$ cat src/sv/tlpc_pkg.sv
// ----------------------------------------------------------------------------
// tlpc_pkg
// Shared types, register map, reset values and lamp/segment codes of the
// four-phase traffic light controller.
// ----------------------------------------------------------------------------
`default_nettype none

package tlpc_pkg;

   // Configuration register map (byte addresses 4*i)
   localparam int unsigned CSR_ADDR_W = 4;
   localparam logic [1:0]  REG_TICKS_PER_SECOND = 2'd0;
   localparam logic [1:0]  REG_CYCLE_SECONDS    = 2'd1;
   localparam logic [1:0]  REG_YELLOW_SECONDS   = 2'd2;

   // Reset values of the registers and the counters
   localparam logic [7:0] TICKS_PER_SECOND_RST = 8'd20;
   localparam logic [6:0] CYCLE_SECONDS_RST    = 7'd30;
   localparam logic [6:0] YELLOW_SECONDS_RST   = 7'd2;

   typedef enum logic [1:0] {
      PH_NS_GREEN  = 2'd0,
      PH_NS_YELLOW = 2'd1,
      PH_EW_GREEN  = 2'd2,
      PH_EW_YELLOW = 2'd3
   } phase_type;

   // Lamp codes: bit0 red, bit1 yellow, bit2 green
   localparam logic [2:0] LAMP_RED    = 3'b001;
   localparam logic [2:0] LAMP_YELLOW = 3'b010;
   localparam logic [2:0] LAMP_GREEN  = 3'b100;

   typedef struct packed {
      logic [6:0] tens;
      logic [6:0] ones;
   } seg_pair_type;

   // Seven-segment pattern of one decimal digit, bit0 is segment a.
   // Digits above nine show blank.
   function automatic logic [6:0] digit_seg(input logic [3:0] digit);
      logic [6:0] seg;
      case (digit)
         4'd0:    seg = 7'h3f;
         4'd1:    seg = 7'h06;
         4'd2:    seg = 7'h5b;
         4'd3:    seg = 7'h4f;
         4'd4:    seg = 7'h66;
         4'd5:    seg = 7'h6d;
         4'd6:    seg = 7'h7d;
         4'd7:    seg = 7'h07;
         4'd8:    seg = 7'h7f;
         4'd9:    seg = 7'h6f;
         default: seg = 7'h00;
      endcase
      return seg;
   endfunction

endpackage

`default_nettype wire

$ cat src/sv/tlpc_seg_decode.sv
// ----------------------------------------------------------------------------
// tlpc_seg_decode
// Splits a 7-bit count into tens and ones digits and encodes both as
// seven-segment patterns.
// ----------------------------------------------------------------------------
`default_nettype none

module tlpc_seg_decode
   import tlpc_pkg::*;
(
   input  wire logic [6:0]   count,
   output seg_pair_type      segs
);

   logic [14:0] recip_prod;
   logic [3:0]  tens;
   logic [6:0]  tens_x10;
   logic [6:0]  ones_wide;

   // count / 10 as count * 205 >> 11, exact for every 7-bit count
   assign recip_prod = 15'(count) * 15'd205;
   assign tens       = recip_prod[14:11];
   assign tens_x10   = {tens, 3'b000} - 7'({tens, 1'b0}) + 7'({tens, 2'b00});
   assign ones_wide  = count - tens_x10;

   // tens in the upper member, ones in the lower
   assign segs = {digit_seg(tens), digit_seg(ones_wide[3:0])};

endmodule

`default_nettype wire

$ cat src/sv/traffic_light_phase_controller_top.sv
// ----------------------------------------------------------------------------
// traffic_light_phase_controller_top
// Four-phase traffic light controller: tick prescaler, countdown, phase
// sequencing, lamp drive and seven-segment count display.
// ----------------------------------------------------------------------------
// Usage
//  - Request channel (req_valid/req_ready, req_tick): one request per timer
//    period; req_tick = 1 advances the prescaler, 0 lets no time pass.
//  - Response channel (rsp_valid/rsp_ready): exactly one response per
//    request, in order, showing phase, lamps, counts and segment patterns
//    after that request has been applied.
//  - CSR port (APB style, pready tied high): ticks_per_second at 0x0,
//    cycle_seconds at 0x4, yellow_seconds at 0x8. Write only while idle.
//  - Path: a request is held in the request register, then moves into the
//    response register once that register is empty or being emptied.
//    Throughput: one request per clock while responses are taken, set by the
//    request register feeding the state update and the response register.
//  - Stall: while the response waits, one further request is still taken
//    into the request register; only then does req_ready drop.
//  - Reset (synchronous, active high): registers to 20/30/2, prescaler to 0,
//    seconds to 30, phase to north-south green, both stages emptied.
// ----------------------------------------------------------------------------
`default_nettype none

module traffic_light_phase_controller_top
   import tlpc_pkg::*;
(
   input  wire logic                  clock,
   input  wire logic                  reset,
   // request channel
   input  wire logic                  req_valid,
   output logic                       req_ready,
   input  wire logic                  req_tick,
   // response channel
   output logic                       rsp_valid,
   input  wire logic                  rsp_ready,
   output logic [1:0]                 rsp_phase,
   output logic [2:0]                 rsp_ew_lamps,
   output logic [2:0]                 rsp_ns_lamps,
   output logic [6:0]                 rsp_ew_count,
   output logic [6:0]                 rsp_ns_count,
   output logic [6:0]                 rsp_ew_tens_seg,
   output logic [6:0]                 rsp_ew_ones_seg,
   output logic [6:0]                 rsp_ns_tens_seg,
   output logic [6:0]                 rsp_ns_ones_seg,
   // configuration port
   input  wire logic                  csr_psel,
   input  wire logic                  csr_penable,
   input  wire logic                  csr_pwrite,
   input  wire logic [CSR_ADDR_W-1:0] csr_paddr,
   input  wire logic [31:0]           csr_pwdata,
   output logic [31:0]                csr_prdata,
   output logic                       csr_pready
);

   // ---------------------------------------------------------------- CSRs
   logic [7:0] tps_ff;
   logic [6:0] cycle_ff;
   logic [6:0] yellow_ff;
   logic       csr_wr;
   logic [1:0] csr_idx;

   assign csr_pready = 1'b1;
   assign csr_idx    = csr_paddr[CSR_ADDR_W-1:2];
   assign csr_wr     = csr_psel && csr_penable && csr_pwrite && csr_pready;

   always_ff @(posedge clock) begin
      if (reset) begin
         tps_ff    <= TICKS_PER_SECOND_RST;
         cycle_ff  <= CYCLE_SECONDS_RST;
         yellow_ff <= YELLOW_SECONDS_RST;
      end else if (csr_wr) begin
         case (csr_idx)
            REG_TICKS_PER_SECOND: tps_ff    <= csr_pwdata[7:0];
            REG_CYCLE_SECONDS:    cycle_ff  <= csr_pwdata[6:0];
            REG_YELLOW_SECONDS:   yellow_ff <= csr_pwdata[6:0];
            default: ;  // drop writes beyond the register list
         endcase
      end
   end

   always_comb begin
      case (csr_idx)
         REG_TICKS_PER_SECOND: csr_prdata = {24'd0, tps_ff};
         REG_CYCLE_SECONDS:    csr_prdata = {25'd0, cycle_ff};
         REG_YELLOW_SECONDS:   csr_prdata = {25'd0, yellow_ff};
         default:              csr_prdata = 32'd0;
      endcase
   end

   // ------------------------------------------------------ request stage
   logic s1_valid_ff, s1_valid_in;
   logic s1_tick_ff;
   logic rsp_valid_ff, rsp_valid_in;
   logic advance;

   // Move the held request into the response register when that register
   // is empty or its content is being taken this cycle.
   assign advance   = s1_valid_ff && (!rsp_valid_ff || rsp_ready);
   assign req_ready = !s1_valid_ff || advance;

   always_comb begin
      s1_valid_in = s1_valid_ff;
      if (advance)
         s1_valid_in = 1'b0;
      if (req_valid && req_ready)
         s1_valid_in = 1'b1;

      rsp_valid_in = rsp_valid_ff;
      if (rsp_ready)
         rsp_valid_in = 1'b0;
      if (advance)
         rsp_valid_in = 1'b1;
   end

   // -------------------------------------------------- counters and phase
   logic [7:0] tick_count_ff, tick_count_in;
   logic [6:0] seconds_ff, seconds_in;
   phase_type  phase_ff, phase_in;
   logic [7:0] tick_inc;
   logic       second_done;
   logic [6:0] sec_dec;
   logic [6:0] sec_reload;
   phase_type  phase_mid;

   assign tick_inc    = tick_count_ff + 8'd1;
   assign second_done = s1_tick_ff && (tick_inc == tps_ff);
   assign sec_dec     = seconds_ff - 7'd1;
   assign sec_reload  = (sec_dec == 7'd0) ? cycle_ff : sec_dec;
   assign phase_mid   = (sec_dec == 7'd0) ? phase_type'(phase_ff + 2'd1) : phase_ff;

   always_comb begin
      tick_count_in = tick_count_ff;
      seconds_in    = seconds_ff;
      phase_in      = phase_ff;
      if (s1_tick_ff) begin
         tick_count_in = second_done ? 8'd0 : tick_inc;
      end
      if (second_done) begin
         // reload at zero advances the phase, reaching yellow time advances again
         seconds_in = sec_reload;
         phase_in   = (sec_reload == yellow_ff) ? phase_type'(phase_mid + 2'd1) : phase_mid;
      end
   end

   // ---------------------------------------------------- display values
   logic [2:0]   ew_lamps_in, ns_lamps_in;
   logic [6:0]   ew_count_in, ns_count_in;
   logic [6:0]   green_count;
   seg_pair_type ew_segs, ns_segs;

   // green side shows time to its yellow, red side the full remainder
   assign green_count = (seconds_in > yellow_ff) ? (seconds_in - yellow_ff) : seconds_in;

   always_comb begin
      case (phase_in)
         PH_NS_GREEN: begin
            ns_lamps_in = LAMP_GREEN;
            ew_lamps_in = LAMP_RED;
         end
         PH_NS_YELLOW: begin
            ns_lamps_in = LAMP_YELLOW;
            ew_lamps_in = LAMP_RED;
         end
         PH_EW_GREEN: begin
            ns_lamps_in = LAMP_RED;
            ew_lamps_in = LAMP_GREEN;
         end
         default: begin
            ns_lamps_in = LAMP_RED;
            ew_lamps_in = LAMP_YELLOW;
         end
      endcase

      if (phase_in inside {PH_NS_GREEN, PH_NS_YELLOW}) begin
         ew_count_in = seconds_in;
         ns_count_in = green_count;
      end else begin
         ns_count_in = seconds_in;
         ew_count_in = green_count;
      end
   end

   tlpc_seg_decode u_ew_seg (
      .count (ew_count_in),
      .segs  (ew_segs)
   );

   tlpc_seg_decode u_ns_seg (
      .count (ns_count_in),
      .segs  (ns_segs)
   );

   // ----------------------------------------------------- registers
   logic [1:0]   rsp_phase_ff;
   logic [2:0]   rsp_ew_lamps_ff, rsp_ns_lamps_ff;
   logic [6:0]   rsp_ew_count_ff, rsp_ns_count_ff;
   seg_pair_type rsp_ew_segs_ff, rsp_ns_segs_ff;

   always_ff @(posedge clock) begin
      if (reset) begin
         s1_valid_ff   <= 1'b0;
         rsp_valid_ff  <= 1'b0;
         tick_count_ff <= 8'd0;
         seconds_ff    <= CYCLE_SECONDS_RST;
         phase_ff      <= PH_NS_GREEN;
      end else begin
         s1_valid_ff  <= s1_valid_in;
         rsp_valid_ff <= rsp_valid_in;
         if (advance) begin
            tick_count_ff <= tick_count_in;
            seconds_ff    <= seconds_in;
            phase_ff      <= phase_in;
         end
      end
   end

   // payload: hold the request tick and the response fields, no reset needed
   always_ff @(posedge clock) begin
      if (req_valid && req_ready)
         s1_tick_ff <= req_tick;
      if (advance) begin
         rsp_phase_ff    <= phase_in;
         rsp_ew_lamps_ff <= ew_lamps_in;
         rsp_ns_lamps_ff <= ns_lamps_in;
         rsp_ew_count_ff <= ew_count_in;
         rsp_ns_count_ff <= ns_count_in;
         rsp_ew_segs_ff  <= ew_segs;
         rsp_ns_segs_ff  <= ns_segs;
      end
   end

   assign rsp_valid       = rsp_valid_ff;
   assign rsp_phase       = rsp_phase_ff;
   assign rsp_ew_lamps    = rsp_ew_lamps_ff;
   assign rsp_ns_lamps    = rsp_ns_lamps_ff;
   assign rsp_ew_count    = rsp_ew_count_ff;
   assign rsp_ns_count    = rsp_ns_count_ff;
   assign rsp_ew_tens_seg = rsp_ew_segs_ff.tens;
   assign rsp_ew_ones_seg = rsp_ew_segs_ff.ones;
   assign rsp_ns_tens_seg = rsp_ns_segs_ff.tens;
   assign rsp_ns_ones_seg = rsp_ns_segs_ff.ones;

endmodule

`default_nettype wire

$ cat config.mk
export PLATFORM = sky130hd
export DESIGN_NAME = traffic_light_phase_controller_top
export DESIGN_NICKNAME = d
export VERILOG_FILES = /design/src/sv/tlpc_pkg.sv /design/src/sv/tlpc_seg_decode.sv /design/src/sv/traffic_light_phase_controller_top.sv
export SDC_FILE = /design/constraint.sdc
export NUM_CORES = 1
export LEC_CHECK = 0
export ABC_AREA = 1
export BUFFER_PORTS_ARGS = -buffer_cell sky130_fd_sc_hd__buf_4
export CORE_ASPECT_RATIO = 2
export CORE_MARGIN = 3
export CORE_UTILIZATION = 25
export CTS_BUF_LIST = sky130_fd_sc_hd__clkbuf_2 sky130_fd_sc_hd__clkbuf_4 sky130_fd_sc_hd__clkbuf_8
export DETAILED_ROUTE_END_ITERATION = 8
export SLEW_MARGIN = 10
export SYNTH_ARGS = -nofsm -noshare
export SYNTH_HDL_FRONTEND = slang
export SYNTH_HIERARCHICAL = 1
export SYNTH_SLANG_ARGS = --single-unit
$ cat constraint.sdc
create_clock -name clock -period 15.4 [get_ports clock]
set_input_delay 4.62 -clock clock [delete_from_list [all_inputs] [get_ports clock]]
set_output_delay 4.62 -clock clock [all_outputs]
set_load 0.02 [all_outputs]
==> results.yml, run 1 <==
drt:
  wire_per_inst_um: 11.9
  drtPass1Iterations: 4
  drtIter0Drc: 238
  viasPerCell: 4.31
  num_vias: 6645
  post-route-drc-count: 0
  postRouteAntennaNets: 0
  routed_wl_um: 18300
final_layout:
  fin_util_pct: 28.8
  layout_common_cells: "nand2_1 (276), inv_1 (148), ha_1 (106)"
  multi_input_area_mm2: 0.00504
  layout_commonest_cell: "nand2_1"
  seqCellArea_mm2: 0.00235
  diodes: 0
  fill_cells: 3479
  drive_gt1_share_pct: 15.8
  syn2layout_area_growth_pct: 13.8
  design.final.nets: 1280
timing:
  fmax_mhz: 97.5
  fin_crit_ns: 10.25
  worst_hold_slack_ns: 0.494
  finalClockSkew_ns: 0.0102
  min_period_over_period_pct: 66.6
  fin_tns_setup_ns: 0
  hold_viol: 0
  slew_violations: 0
  finalSetupViolCount: 0
  max-slew-margin-rel_pct: 50.8
  rsz0062_at_grt: "no"
  tightest_slew_ns: 0.738
cts:
  htree_levels: 3
  cts_tree: "done"
  clk_pin_slew_worst_paths_ns: 0.10
  cts.sinks: 92
  ctsResizeCount: 0
  root_buffer: "clkbuf_8"
  clock_tree.buffer_depth: 2
  cts_buffers: 9
  post-cts-setup-buffers: 0
  hold_buffers: 0
  clock_latency_ns: 0.42
flow_run:
  drv_cap: 0
worst_setup_path:
  cp.arrival_ns: 5.63
  critPathSlowestCell: "nor2_1"
  critPathMaxStageDelay_ns: 0.39
  critical_path_buf_inv_count: 3
  crit_top_cell: "buf_4"
  cp_top_family: "buffers and inverters"
  crit_path_end_kind: "primary output"
  cp.required_ns: 10.78
  crit_type: "in -> out"
  crit_fanout: 7
  crit_chain: "buf_4 > nor2_1 > inv_1 > o221ai_1 > buf_4"
  startpoint_type: "primary input"
global_route:
  grt_max_degree: 59
  grt_overflow_total: 0
  grt_pass1_vias: 6245
  grt_pass1_wl_um: 29400
  grt_usage_pct: 10.5
  antenna_found_initial: 0
die:
  pin_count: 129
  rows: 93
  dieWidth_um: 134
  dieArea_mm2: 0.0350
  die_h_um: 262
  initial_core_util_pct: 25.3
  core_area_mm2: 0.0322
placed_design:
  hpwl_um: 15000
  routabilityCongestion: 0.843
  io_buffers: 77
min_path:
  hp-class: "reg -> reg"
yosys:
  synth_seq_cells: 92
  synthFlopType: "edfxtp_1"
  yosysSeqAreaShare_pct: 28.8
  yosysWarnings: 6
  syn_area_per_cell_um2: 7.87
  synthArstFlopShare_pct: 0
  syn_area_mm2: 0.00817
  yosysUniqueCellTypes: 48
  synth_edf_count: 51
  syn_inst: 1038
run_status:
  status: "completed"
-- logic make-up (layout without fill, tap and decap cells) --
kind of cell             count (synthesis)  count (layout)  share of synthesized area, %
AND/OR/NAND/NOR                        499             499                          29.7
buffers and inverters                  196             251                          10.5
adder cells (fa/ha/maj)                125             125                          20.9
AO/OA/AOI/OAI                          100             100                          7.29
flip-flops                              92              92                          28.8
XOR/XNOR                                24              24                          2.67
other                                    2              25                        0.0919
-- per-layer routing --
layer / share of wire (%) / GRT usage [%] / vias to the layer above
met3: 4.1 / 1.95 / 39
met2: 54 / 20.4 / 138
met5: 0 / 0 / -
met1: 38 / 10.3 / 3014
met4: 3.9 / 5.84 / 0
li1: - / - / 3454
-- final timing paths --
| kind | startpoint | endpoint | slack, ns | cells past startpoint |
|---|---|---|---|---|
| worst max-delay path | csr_paddr[3] | csr_prdata[1] | 5.15 | 5 |
| worst max register to register | tick_count_ff[0]$_SDFFE_PP0P_ | rsp_ns_ones_seg[6]$_DFFE_PP_ | 6.07 | 46 |
| worst min register to register | tick_count_ff[1]$_SDFFE_PP0P_ | tick_count_ff[1]$_SDFFE_PP0P_ | 0.49 | 2 |
| worst min-delay path | tick_count_ff[1]$_SDFFE_PP0P_ | tick_count_ff[1]$_SDFFE_PP0P_ | 0.49 | 2 |
-- registers in the layout, summed over array words and instances, names as in the netlist --
signal / count
rsp_valid: 1
rsp_ns_ones_seg: 7
rsp_ew_count: 7
phase_ff: 2
s1_valid_ff: 1
rsp_ns_lamps: 3
rsp_ns_tens_seg: 7
tps_ff: 8
rsp_ns_count: 7
cycle_ff: 7
rsp_phase: 2
seconds_ff: 7
tick_count_ff: 8
rsp_ew_tens_seg: 7
s1_tick_ff: 1
yellow_ff: 7
rsp_ew_lamps: 3
rsp_ew_ones_seg: 7
-- worst reg2reg max path, delay by kind of cell (launching register included) --
kind | cells | cell delay (ns)
AO/OA/AOI/OAI | 6 | 1.03
adder cells (fa/ha/maj) | 9 | 3.08
XOR/XNOR | 2 | 0.31
AND/OR/NAND/NOR | 25 | 3.68
buffers and inverters | 4 | 0.64
flip-flops | 1 | 0.43
-- area by class of cell --
type                            instances  share of cell area (%)
Clock buffer                            9                    1.33
Clock inverter                          7                   0.713
Inverter                              157                    6.37
Multi-Input combinational cell        773                    54.2
Sequential cell                        92                    25.3
Tap cell                              427                    5.75
Timing Repair Buffer                   78                    6.30
-- synth_stat cells (7+ instances only) --
| master | instances | area share, % |
|---|---|---|
| xnor2_1 | 11 | 1.2 |
| nand2_2 | 24 | 1.8 |
| edfxtp_1 | 51 | 19 |
| fa_1 | 19 | 4.7 |
| nor2_2 | 7 | 0.54 |
| dfxtp_1 | 41 | 10 |
| clkbuf_1 | 9 | 0.41 |
| ha_1 | 106 | 16 |
| inv_1 | 149 | 6.8 |
| nand4_1 | 20 | 1.5 |
| buf_4 | 26 | 2.4 |
| nor2_1 | 47 | 2.2 |
| nand3_1 | 74 | 4.5 |
| xor2_1 | 12 | 1.3 |
| o21ai_0 | 37 | 2.3 |
| or2_2 | 9 | 0.69 |
| a21oi_1 | 36 | 2.2 |
| nand2_4 | 8 | 1.1 |
| nand2_1 | 276 | 13 |
-- stage by stage --
stage	cells	worst slack (ns)	cell area [µm²]
after floorplan	1061	5.39	8250
after global placement	1527	5.14	9110
after detailed placement	1527	5.14	9110
after CTS	1543	5.12	9300
after global routing	1543	5.09	9300
final	1543	5.15	9300
Power of run 1 is left out: the tool's default activity adds up to more than one toggle a clock period on the data nets, which glitch-free logic cannot reach.
==> run 2, diff against run 1 <==
==> constraint.sdc (replaced) <==
create_clock -name clock -period 10.35 [get_ports clock]
set_input_delay 3.105 -clock clock [delete_from_list [all_inputs] [get_ports clock]]
set_output_delay 3.105 -clock clock [all_outputs]
set_load 0.02 [all_outputs]
==> results.yml, run 2 (synthesized netlist as in run 1, its figures left out) <==
run_status:
  status: "completed"
worst_setup_path:
  crit_path_end_kind: "flop"
  critPathSlowestCell: "fa_1"
  r2r_slack_ns: 1.15
  crit_fanout: 12
  crit_top_cell: "nand2_1"
  crit_type: "reg -> reg"
  cp.required_ns: 10.63
  startpoint_type: "flop"
  timing.rr.end: "rsp_ns_ones_seg[6]$_DFFE_PP_"
  critPathMaxStageDelay_ns: 0.49
  timing.rr.start: "tick_count_ff[0]$_SDFFE_PP0P_"
  ff2ff_path_depth: 45
  cp.arrival_ns: 9.49
placed_design:
  hpwl_um: 15000
  io_buffers: 77
  routabilityCongestion: 0.861
global_route:
  grt_usage_pct: 10.6
  grt_pass1_wl_um: 29700
  grt_max_degree: 59
  antenna_found_initial: 0
  grt_overflow_total: 0
  grt_pass1_vias: 6370
timing:
  finalSetupViolCount: 0
  rsz0062_at_grt: "no"
  finalClockSkew_ns: 0.0165
  fmax_mhz: 109
  max-slew-margin-rel_pct: 50.4
  fin_tns_setup_ns: 0
  tightest_slew_ns: 0.744
  min_period_over_period_pct: 88.9
  fin_crit_ns: 9.20
  hold_viol: 0
  slew_violations: 0
die:
  pin_count: 129
  die_h_um: 262
  initial_core_util_pct: 25.3
  rows: 93
  dieArea_mm2: 0.0350
  dieWidth_um: 134
  core_area_mm2: 0.0322
final_layout:
  layout_common_cells: "nand2_1 (276), inv_1 (148), ha_1 (106)"
  top_regs: "tick_count_ff (8), tps_ff (8)"
  diodes: 0
  syn2layout_area_growth_pct: 14.2
  design.final.nets: 1281
  layout_commonest_cell: "nand2_1"
  drive_gt1_share_pct: 15.8
drt:
  postRouteAntennaNets: 0
  num_vias: 6687
  drtIter0Drc: 292
  post-route-drc-count: 0
  routed_wl_um: 18300
  drtPass1Iterations: 4
  viasPerCell: 4.33
  wire_per_inst_um: 11.9
cts:
  clock_tree.buffer_depth: 2
  cts.sinks: 92
  post-cts-setup-buffers: 0
  clock_latency_ns: 0.41
  root_buffer: "clkbuf_8"
  cts_tree: "done"
  htree_levels: 3
  ctsResizeCount: 0
  hold_buffers: 0
  cts_buffers: 9
  clk_pin_slew_worst_paths_ns: 0.10
min_path:
  hp-class: "reg -> reg"
  hp-start: "tick_count_ff[7]$_SDFFE_PP0P_"
  hold_end: "tick_count_ff[7]$_SDFFE_PP0P_"
  holdPathStages: 2
flow_run:
  drv_cap: 0
run 2: changes by cell type in the layout (fill, tap and decap cells not counted):
cell | previous run | this run
clkinvlp_4 | 2 | 1
bufinv_16 | 0 | 1
clkinv_8 | 0 | 1
inv_6 | 1 | 2
inv_8 | 3 | 1
buf_4 | 78 | 79
run 2: stage by stage:
stage	utilization, %	std cells	hold slack [ns]	setup slack [ns]	cell area (µm²)
2_1_floorplan	-	1061	0.452	2.39	8250
3_3_place_gp	28.3	1528	0.462	1.29	9110
3_5_place_dp	28.3	1528	0.481	1.14	9110
4_1_cts	28.9	1544	0.499	1.10	9330
5_1_grt	28.9	1544	0.518	0.362	9330
6_report	28.9	1544	0.495	1.15	9330
run 2: layout make-up:
cell class | instances | area (µm²)
clock inverters | 7 | 91.3
well taps | 427 | 534
fillers | 3471 | 22900
inverters | 157 | 592
flip-flops and latches | 92 | 2350
clock buffers | 9 | 124
repair buffers | 79 | 593
multi-input cells | 773 | 5040
run 2: per-layer routing:
metal / track usage [%] / routed length [µm] / up-vias
li1: - / - / 3462
met1: 10.5 / 6980 / 3063
met2: 20.6 / 10100 / 131
met3: 1.92 / 691 / 31
met4: 5.52 / 594 / 0
met5: 0 / 0 / -
run 2: worst max path at each step:
| stage | from | to | slack (ns) |
|---|---|---|---|
| 6_report | tick_count_ff[0]$_SDFFE_PP0P_ | rsp_ns_ones_seg[6]$_DFFE_PP_ | 1.15 |
| 5_1_grt | tick_count_ff[0]$_SDFFE_PP0P_ | rsp_ns_ones_seg[6]$_DFFE_PP_ | 0.36 |
| 4_1_cts | tick_count_ff[0]$_SDFFE_PP0P_ | rsp_ns_ones_seg[6]$_DFFE_PP_ | 1.10 |
| 3_5_place_dp | tick_count_ff[0]$_SDFFE_PP0P_ | rsp_ns_ones_seg[6]$_DFFE_PP_ | 1.14 |
| 3_3_place_gp | tick_count_ff[0]$_SDFFE_PP0P_ | rsp_ns_ones_seg[6]$_DFFE_PP_ | 1.29 |
| 2_1_floorplan | tick_count_ff[0]$_SDFFE_PP0P_ | rsp_ns_ones_seg[6]$_DFFE_PP_ | 2.39 |
run 2: critical path, delay by kind of cell, from the launching register on:
kind,cells,cell delay [ns]
AO/OA/AOI/OAI,6,1.04
XOR/XNOR,1,0.25
adder cells (fa/ha/maj),9,3.10
buffers and inverters,4,0.59
flip-flops,1,0.43
AND/OR/NAND/NOR,25,3.68
Power of run 2 is left out for the same reason.
